==> src/rtl/cse_pkg.sv <==
// ----------------------------------------------------------------------------
// Cosine similarity engine package
// Shared widths, payload structures and sequencer states.
// ----------------------------------------------------------------------------
package cse_pkg;

  localparam int unsigned ElemBits = 16;
  localparam int unsigned DotW     = 44;
  localparam int unsigned NormW    = 43;
  localparam int unsigned ProdW    = 2 * NormW + 2;   // 88-bit norm product
  localparam int unsigned RootW    = 44;
  localparam int unsigned RemW     = RootW + 3;
  localparam int unsigned NumW     = DotW + 15;       // dividend width
  localparam int unsigned CntW     = 7;

  typedef struct packed {
    logic signed [ElemBits-1:0] elem_a;
    logic signed [ElemBits-1:0] elem_b;
    logic                       last_elem;
  } in_item_t;

  typedef struct packed {
    logic signed [15:0] similarity;
    logic               zero_norm;
  } out_item_t;

  typedef enum logic [7:0] {
    ST_IDLE  = 8'b0000_0001,
    ST_MACAB = 8'b0000_0010,
    ST_MACAA = 8'b0000_0100,
    ST_MACBB = 8'b0000_1000,
    ST_CHECK = 8'b0001_0000,
    ST_NPROD = 8'b0010_0000,
    ST_SQRT  = 8'b0100_0000,
    ST_DIV   = 8'b1000_0000
  } state_e;

endpackage

==> src/rtl/cosine_similarity_engine_unit.sv <==
// ----------------------------------------------------------------------------
// Cosine similarity engine
// Accumulates a dot product and two squared norms and emits their cosine.
// ----------------------------------------------------------------------------
// Usage:
// An element pair is transferred at a rising edge where start_i is high and
// busy_o is low. The block then stays busy while one shared 16x16 signed
// multiplier adds a*b, a*a and b*b into the accumulators, one product per
// cycle, and it takes no new pair until it has returned to idle.
// For the pair marked last_elem, a check state follows. If either norm is
// zero, the result (similarity 0, zero_norm 1) is presented right away.
// Otherwise the norm product is built by shift-and-add, its floor square
// root by a two-bit-per-cycle restoring recurrence, and the quotient by
// restoring division one bit per cycle; the long division loop dominates.
// The result is shown on result_o for exactly one cycle with done_o high;
// the receiver cannot stall it, so it must take it in that cycle.
// After the result the accumulators are clear for the next pair of vectors.
// Reset clears the accumulators, the sequencer and the strobe.
// ----------------------------------------------------------------------------
module cosine_similarity_engine_unit
  import cse_pkg::*;
(
  input  logic      clk_i,
  input  logic      rst_ni,
  input  logic      start_i,
  input  in_item_t  in_item_i,
  output logic      busy_o,
  output logic      done_o,
  output out_item_t result_o
);

  state_e state_q, state_d;

  logic signed [ElemBits-1:0] a_q, b_q;
  logic                       last_q;

  logic signed [DotW-1:0] dot_q;
  logic [NormW-1:0]       na_q, nb_q;

  logic [ProdW-1:0]  wide_q;   // norm product, then dividend/quotient
  logic [ProdW-1:0]  aux_q;    // shifted multiplicand
  logic [NormW-1:0]  mb_q;     // multiplier bits, consumed from the bottom
  logic [RemW-1:0]   rem_q;
  logic [RootW-1:0]  root_q;
  logic              neg_q;
  logic [CntW-1:0]   cnt_q;

  logic      done_q;
  out_item_t res_q;

  // Shared multiplier: operand selection by sequencer state.
  logic signed [ElemBits-1:0]   mx, my;
  logic signed [2*ElemBits-1:0] prod;

  always_comb begin
    mx = a_q;
    my = b_q;
    unique case (state_q)
      ST_MACAA: my = a_q;
      ST_MACBB: mx = b_q;
      default: ;
    endcase
  end

  assign prod = mx * my;

  // Square root step: bring down two bits and try root*4+1.
  logic [RemW-1:0] sq_rem, sq_trial;
  assign sq_rem   = {rem_q[RemW-3:0], wide_q[ProdW-1 -: 2]};
  assign sq_trial = {1'b0, root_q, 2'b01};

  // Division step: bring down one dividend bit and try the root.
  logic [RootW:0] dv_rem;
  assign dv_rem = {rem_q[RootW-1:0], wide_q[NumW-1]};

  logic [DotW-1:0] dot_mag;
  assign dot_mag = dot_q[DotW-1] ? DotW'(-dot_q) : DotW'(dot_q);

  logic [NumW-1:0] quot;
  assign quot = wide_q[NumW-1:0];

  always_comb begin
    state_d = state_q;
    unique case (state_q)
      ST_IDLE:  if (start_i) state_d = ST_MACAB;
      ST_MACAB: state_d = ST_MACAA;
      ST_MACAA: state_d = ST_MACBB;
      ST_MACBB: state_d = last_q ? ST_CHECK : ST_IDLE;
      ST_CHECK: state_d = (na_q == '0 || nb_q == '0) ? ST_IDLE : ST_NPROD;
      ST_NPROD: if (cnt_q == CntW'(NormW - 1)) state_d = ST_SQRT;
      ST_SQRT:  if (cnt_q == CntW'(RootW - 1)) state_d = ST_DIV;
      ST_DIV:   if (cnt_q == CntW'(NumW - 1)) state_d = ST_IDLE;
      default:  state_d = ST_IDLE;
    endcase
  end

  always_ff @(posedge clk_i or negedge rst_ni) begin
    if (!rst_ni) begin
      state_q <= ST_IDLE;
      dot_q   <= '0;
      na_q    <= '0;
      nb_q    <= '0;
      cnt_q   <= '0;
      done_q  <= 1'b0;
    end else begin
      state_q <= state_d;
      done_q  <= 1'b0;
      unique case (state_q)
        ST_MACAB: dot_q <= dot_q + DotW'(prod);
        ST_MACAA: na_q  <= na_q + NormW'(unsigned'(prod));
        ST_MACBB: nb_q  <= nb_q + NormW'(unsigned'(prod));
        ST_CHECK: begin
          cnt_q <= '0;
          if (na_q == '0 || nb_q == '0) begin
            done_q <= 1'b1;
            dot_q  <= '0;
            na_q   <= '0;
            nb_q   <= '0;
          end
        end
        ST_NPROD, ST_SQRT: begin
          cnt_q <= (state_d == state_q) ? cnt_q + 1'b1 : '0;
        end
        ST_DIV: begin
          cnt_q <= cnt_q + 1'b1;
          if (cnt_q == CntW'(NumW - 1)) begin
            done_q <= 1'b1;
            dot_q  <= '0;
            na_q   <= '0;
            nb_q   <= '0;
          end
        end
        default: ;
      endcase
    end
  end

  // Datapath registers without reset.
  always_ff @(posedge clk_i) begin
    unique case (state_q)
      ST_IDLE: begin
        if (start_i) begin
          a_q    <= in_item_i.elem_a;
          b_q    <= in_item_i.elem_b;
          last_q <= in_item_i.last_elem;
        end
      end
      ST_CHECK: begin
        wide_q <= '0;
        aux_q  <= ProdW'(na_q);
        mb_q   <= nb_q;
        res_q  <= '{similarity: 16'sd0, zero_norm: 1'b1};
      end
      ST_NPROD: begin
        if (mb_q[0]) wide_q <= wide_q + aux_q;
        aux_q <= aux_q << 1;
        mb_q  <= mb_q >> 1;
        rem_q  <= '0;
        root_q <= '0;
      end
      ST_SQRT: begin
        if (sq_rem >= sq_trial) begin
          rem_q  <= sq_rem - sq_trial;
          root_q <= {root_q[RootW-2:0], 1'b1};
        end else begin
          rem_q  <= sq_rem;
          root_q <= {root_q[RootW-2:0], 1'b0};
        end
        if (cnt_q == CntW'(RootW - 1)) begin
          // Load the dividend |dot| * 2^15 for the division pass.
          wide_q <= ProdW'({dot_mag, 15'd0});
          neg_q  <= dot_q[DotW-1];
        end else begin
          wide_q <= wide_q << 2;
        end
      end
      ST_DIV: begin
        if ((cnt_q == '0 ? {{RootW{1'b0}}, wide_q[NumW-1]} : dv_rem)
            >= {1'b0, root_q}) begin
          rem_q  <= RemW'((cnt_q == '0 ? {{RootW{1'b0}}, wide_q[NumW-1]} : dv_rem)
                          - {1'b0, root_q});
          wide_q <= {wide_q[ProdW-2:0], 1'b1};
        end else begin
          rem_q  <= RemW'(cnt_q == '0 ? {{RootW{1'b0}}, wide_q[NumW-1]} : dv_rem);
          wide_q <= {wide_q[ProdW-2:0], 1'b0};
        end
      end
      default: ;
    endcase
    if (state_q == ST_DIV && cnt_q == CntW'(NumW - 1)) begin
      res_q.zero_norm <= 1'b0;
    end
  end

  // The final quotient bit lands in wide_q at the same edge that raises done_o,
  // so the result is formed from the settled quotient here.
  logic signed [15:0] sat_val;
  always_comb begin
    if (neg_q) begin
      sat_val = (quot > NumW'(32768)) ? -16'sd32768 : 16'(-quot);
    end else begin
      sat_val = (quot > NumW'(32767)) ? 16'sd32767 : 16'(quot);
    end
  end

  assign busy_o = (state_q != ST_IDLE);
  assign done_o = done_q;
  assign result_o.zero_norm  = res_q.zero_norm;
  assign result_o.similarity = res_q.zero_norm ? 16'sd0 : sat_val;

  // Assertions
  a_state_onehot : assert property (@(posedge clk_i) disable iff (!rst_ni)
    $onehot(state_q)) else $error("sequencer state not one-hot");

  a_done_after_busy : assert property (@(posedge clk_i) disable iff (!rst_ni)
    done_o |-> $past(busy_o)) else $error("result without a busy phase");

  a_done_acc_clear : assert property (@(posedge clk_i) disable iff (!rst_ni)
    done_o |-> (dot_q == '0 && na_q == '0 && nb_q == '0))
    else $error("accumulators not cleared with result");

  a_idle_after_done : assert property (@(posedge clk_i) disable iff (!rst_ni)
    done_o |-> !busy_o) else $error("busy while presenting result");

endmodule

==> config.mk <==
export PLATFORM = sky130hd
export DESIGN_NAME = cosine_similarity_engine_unit
export DESIGN_NICKNAME = d
export VERILOG_FILES = /design/src/rtl/cse_pkg.sv /design/src/rtl/cosine_similarity_engine_unit.sv
export SDC_FILE = /design/constraint.sdc
export NUM_CORES = 2
export LEC_CHECK = 0
export ABC_CLOCK_PERIOD_IN_PS = 13900
export BUFFER_PORTS_ARGS = -buffer_cell sky130_fd_sc_hd__buf_4
export CAP_MARGIN = 20
export CORE_ASPECT_RATIO = 0.8
export CORE_MARGIN = 5
export CORE_UTILIZATION = 65
export CTS_CLUSTER_SIZE = 24
export DETAILED_ROUTE_END_ITERATION = 7
export PLACE_DENSITY_LB_ADDON = 0.2
export SYNTH_ARGS = -nofsm -noshare
export SYNTH_HDL_FRONTEND = slang
export SYNTH_SLANG_ARGS = --single-unit
==> constraint.sdc <==
create_clock -name clk_i -period 13.9 [get_ports clk_i]
set_input_delay 3.475 -clock clk_i [delete_from_list [all_inputs] [get_ports clk_i]]
set_output_delay 3.475 -clock clk_i [all_outputs]
set_load 0.02 [all_outputs]
; Yosys cells after proc, flatten, opt, wreduce, memory -nomap -nowiden
; Index checks and enable logic that the tools add are counted.
[word_totals]
register_bits = 489
out_inout_bits = 19
wordCells = 105
[classes]
mul = 1
n_mux = 39
n_lt_le_gt_ge = 4
eq_ne = 16
n_addsub = 9
n_reduce_logical = 20
[ops]
columns = operator, count
row1 = $pmux W88 S4, 1
row2 = $pmux W43 S3, 2
row3 = $mux W45, 4
row4 = $mux W88, 2
row5 = $pmux W88 S2, 1
row6 = $pmux W45 S3, 1
row7 = $mux W44, 3
row8 = $pmux W44 S3, 1
row9 = $mux W16, 6
row10 = $add A88 B88 Y88, 1
row11 = $pmux W44 S2, 1
row12 = $add A43 B32 Y43, 2
row13 = $logic_not A43 Y1, 2
row14 = $mux W43, 2
row15 = $pmux W43 S2, 1
row16 = $pmux W8 S8, 1
row17 = $gt A59 B15 Y1 const B, 1
row18 = $gt A59 B16 Y1 const B, 1
row19 = $ge A47 B46 Y1, 1
row20 = $ge A45 B44 Y1, 1
row21 = $sub A45 B44 Y45, 1
row22 = $sub A45 B45 Y45, 1
row23 = $add A44 B32 Y44, 1
row24 = $neg A44 Y44, 1
row25 = 31 further kinds, 50

; Depth between registers and ports, before layout
[logic_depth]
word_depth = 7
depth_mapped = 45
mapped_depth_nobuf = 42

; Worst setup path after synthesis
; OpenSTA, ideal clock, no wires.
[synth_path]
kind = register to register
start = register state_q[6]
end = register dot_q[41]
path_stages_with_launch = 43
path_slack_ps = 3715
setup_ps = 135
required_time_ps = 13765
arrival_ps = 10050
cell_sequence = dfrtp_1 > nor2_1 > nand2_1 > or3_1 > nor3b_1 > buf_1 > clkbuf_1 > clkbuf_1 > nand2_1 > nand2_1 > nand2_1 > fa_1 > inv_1 > fa_1 > inv_1 > fa_1 > inv_1 > fa_1 > (+7 left out) > a21o_1 > a31oi_1 > o21ai_0 > a21o_1 > a21oi_1 > xnor2_1 > ha_1 > and3_1 > a221o_1 > a31oi_1 > o31ai_1 > nor2_1 > o31ai_1 > a31o_2 > a21o_1 > a21oi_1 > xor2_1 > o21ai_0
[synth_via]
elab_chain_cells = 5
word_cells_on_any_way = 14
classes_between = add/sub (1) / mul (1) / eq/ne (7) / mux (3) / reduce/logical (2)
[synth_lines]
columns = item, line
row1 = start: declaration, cosine_similarity_engine_unit.sv:32  ; state_e state_q, state_d;
row2 = start signal: assignment, cosine_similarity_engine_unit.sv:106  ; state_q <= state_d;
row3 = $eq A8 B4 Y1 or $eq A8 B3 Y1 (tied branches), cosine_similarity_engine_unit.sv:58  ; unique case (state_q)
row4 = $mux W16, cosine_similarity_engine_unit.sv:58
row5 = $mul A16 B16 Y32, cosine_similarity_engine_unit.sv:65  ; assign prod = mx * my;
row6 = $add A44 B32 Y44, cosine_similarity_engine_unit.sv:109  ; ST_MACAB: dot_q <= dot_q + DotW'(prod);
row7 = $pmux W44 S3, cosine_similarity_engine_unit.sv:108  ; unique case (state_q)
row8 = end signal: assignment, cosine_similarity_engine_unit.sv:109
row9 = end: declaration, cosine_similarity_engine_unit.sv:37  ; logic signed [DotW-1:0] dot_q;
; Several ways; a longest one is shown, not always the timed one.
; A chain may end at the register's enable or synchronous reset.

; Final worst setup path
; Ends and elaborated chain as after synthesis.

==> flow_summary.yaml <==
run_status:
  status: "finished clean"
sta:
  fin_crit_sh_pct: 83.8
  grt_setup_unrepaired: "no"
  setup_tns_ns: 0
  tightest_slew_ns: 1.13
  max_freq_mhz: 85.9
  finalClockSkew_ns: 0.0253
  maxSlewHeadroom_pct: 22.9
  maxSlewViolCount: 0
  hold_violations: 0
  setup_viol: 0
  finalCriticalPeriod_ns: 11.65
cts:
  postCtsHoldBufs: 0
  cts_max_level: 2
  post_cts_buffers: 0
  cts_sinks: 489
  cts_tree: "yes"
  root_buffer: "clkbuf_16"
  cts.clk_slew.worst_paths_ns: 0.06
  insertion_delay_ns: 0.67
  cts_inserted_buffers: 54
  cts_resized: 0
  clockBufferDepth: 3
grt:
  track_usage_pct: 32.6
  overflow: 0
  grt_max_degree: 168
  grt_pass1_vias: 38300
  antenna_found_initial: 0
  grt_pass1_wl_mm: 210
synthesis:
  syn_area_per_cell_um2: 8.70
  synth-edff-count: 342
  synth_seq_cells: 489
  async_flop_share_pct: 29.9
  yosysSeqAreaShare_pct: 29.2
  synthTopCellsByArea: "edfxtp_1, fa_1, ha_1"
  synth.distinct_cells: 89
  synth_nets: 6167
  yosysWarnings: 0
  synthTopCellsByCount: "nand2_1, inv_1, nor2_1"
  synth.most_common_cell: "nand2_1"
  synthFlopType: "edfxtp_1"
  netlist_area_mm2: 0.0478
  yosysTopAreaCellShare_pct: 21.5
  synthCells: 5492
  yosysTopAreaCell: "edfxtp_1"
detailed_routing:
  vias: 41300
  avgRoutedWirePerCell_um: 20.5
  dr.pass1.iters: 8
  drcViolationCount: 0
  drt_iter0_drc: 4490
  postRouteAntennaNets: 0
  drt-total-wl_mm: 132
  vias_per_cell: 6.41
job:
  maxCapViolCount: 0
floorplan:
  pin_count: 55
  fp.dieH_um: 253
  die_w_um: 313
  die_area_mm2: 0.0791
  fp-row-count: 89
  start_util_pct: 65.2
  coreArea_mm2: 0.0733
finish:
  layout.nets: 6117
  area_growth_pct: 6.41
  num_antenna_cells: 0
  drive_gt1_share_pct: 4.74
  fin_area_mm2: 0.0509
critical_path:
  r2r_cells: 40
  slowest_delay_ns: 0.99
  worst_ep_arrival_time_ns: 12.15
  worstPathMaxFanout: 36
  cp_common_cell: "fa_1"
  path_class: "flip-flop to flip-flop"
  worstPathRequired_ns: 14.41
  start_kind: "flip-flop"
  cpMaxStageDelayCell: "mux2i_1"
  crit_path_end_kind: "flip-flop"
placement:
  hpwl_mm: 98.9
  placed_cell_area_mm2: 0.0491
  place_congestion: 1.01
  portBuffers: 54
min_path:
  hold_class: "flip-flop to flip-flop"
  whs_path_depth: 2
==> sequential cells by signal, indices dropped and copies added, names as in the netlist <==
register,cells
state_q,8
result_o,1
wide_q,88
cnt_q,7
aux_q,88
dot_q,44
na_q,43
done_o,1
nb_q,43
mb_q,43
neg_q,1
last_q,1
root_q,44
b_q,16
a_q,16
rem_q,45
==> cells in the final DEF, fill, tap and decap left out, drive strengths merged, types with 13 or more instances in the layout <==
cell type	instances
nand2	777
inv	484
nor2	435
a21oi	376
ha	372
edfxtp	342
o21ai	306
fa	267
xnor2	192
a21o	166
xor2	149
dfrtp	145
buf	110
and2	109
o22ai	103
nor3	83
clkbuf	74
nand3	73
mux2i	71
nand4	67
a211oi	65
a22oi	54
o21bai	51
nor4	46
a31oi	44
o21a	43
nand2b	40
o31ai	36
or3	34
and3	32
nor2b	29
clkinv	23
o211ai	19
nor3b	15
nand3b	14
o41ai	14
a222oi	14
a211o	13
a311oi	13
or4	13
==> logic make-up (layout without fill, tap and decap cells) <==
logic type / Yosys count / count (layout) / synth area share, %
simple gates: 1798 / 1798 / 17.1
compound gates: 1446 / 1446 / 19.4
buf+inv: 700 / 695 / 5.52
fa+ha+maj: 639 / 639 / 20.9
flops: 489 / 489 / 29.2
xor+xnor: 341 / 341 / 6.25
mux: 79 / 79 / 1.68
==> area by class of cell <==
class / instances / area, um^2
multi-input combinational: 4303 / 31300
fill: 5875 / 22400
sequential: 489 / 13900
inverter: 483 / 1810
clock buffer: 74 / 1490
tap: 955 / 1190
timing repair buffer: 111 / 886
clock inverter: 27 / 228
==> layer usage <==
layer | global-route usage, % | vias up | wire length [um]
met5 | 0 | - | 0
met4 | 6.56 | 0 | 2580
met3 | 6.97 | 192 | 13600
met2 | 47.0 | 1847 | 55500
met1 | 50.9 | 20000 | 60300
li1 | - | 19300 | -
==> worst max-delay path: cells and delay by family (launching register included) <==
family / cells / cell delay (ns)
adder cells (fa/ha/maj): 8 / 3.50
AO/OA/AOI/OAI: 17 / 3.76
AND/OR/NAND/NOR: 7 / 1.61
multiplexers: 1 / 0.99
buffers and inverters: 5 / 0.69
flip-flops: 1 / 0.45
XOR/XNOR: 2 / 0.44
==> stage by stage <==
| stage | utilization (%) | worst slack [ns] | instances | hold WS (ns) |
|---|---|---|---|---|
| 3_5_place_dp | 67.0 | 2.48 | 6337 | 0.493 |
| 3_3_place_gp | 67.0 | 2.73 | 6335 | 0.486 |
| 2_1_floorplan | - | 3.72 | 5492 | 0.445 |
| 5_1_grt | 69.4 | 1.67 | 6442 | 0.522 |
| 4_1_cts | 69.3 | 2.43 | 6438 | 0.509 |
| 6_report | 69.4 | 2.25 | 6442 | 0.505 |
==> worst paths after layout <==
| path | start | end | slack (ns) |
|---|---|---|---|
| setup / recovery | state_q[6]$_DFF_PN0_ | dot_q[41]$_DFFE_PN0P_ | 2.25 |
| hold / removal | mb_q[17]$_DFFE_PP_ | mb_q[16]$_DFFE_PP_ | 0.50 |
| setup reg to reg | state_q[6]$_DFF_PN0_ | dot_q[41]$_DFFE_PN0P_ | 2.25 |
| hold reg to reg | mb_q[17]$_DFFE_PP_ | mb_q[16]$_DFFE_PP_ | 0.50 |
| max in group asynchronous | rst_ni | nb_q[5]$_DFFE_PN0P_ | 9.68 |
| min in group asynchronous | rst_ni | dot_q[41]$_DFFE_PN0P_ | 2.93 |
Power is left out: the tool's default activity adds up to more than one toggle a clock period on the data nets, which glitch-free logic cannot reach.
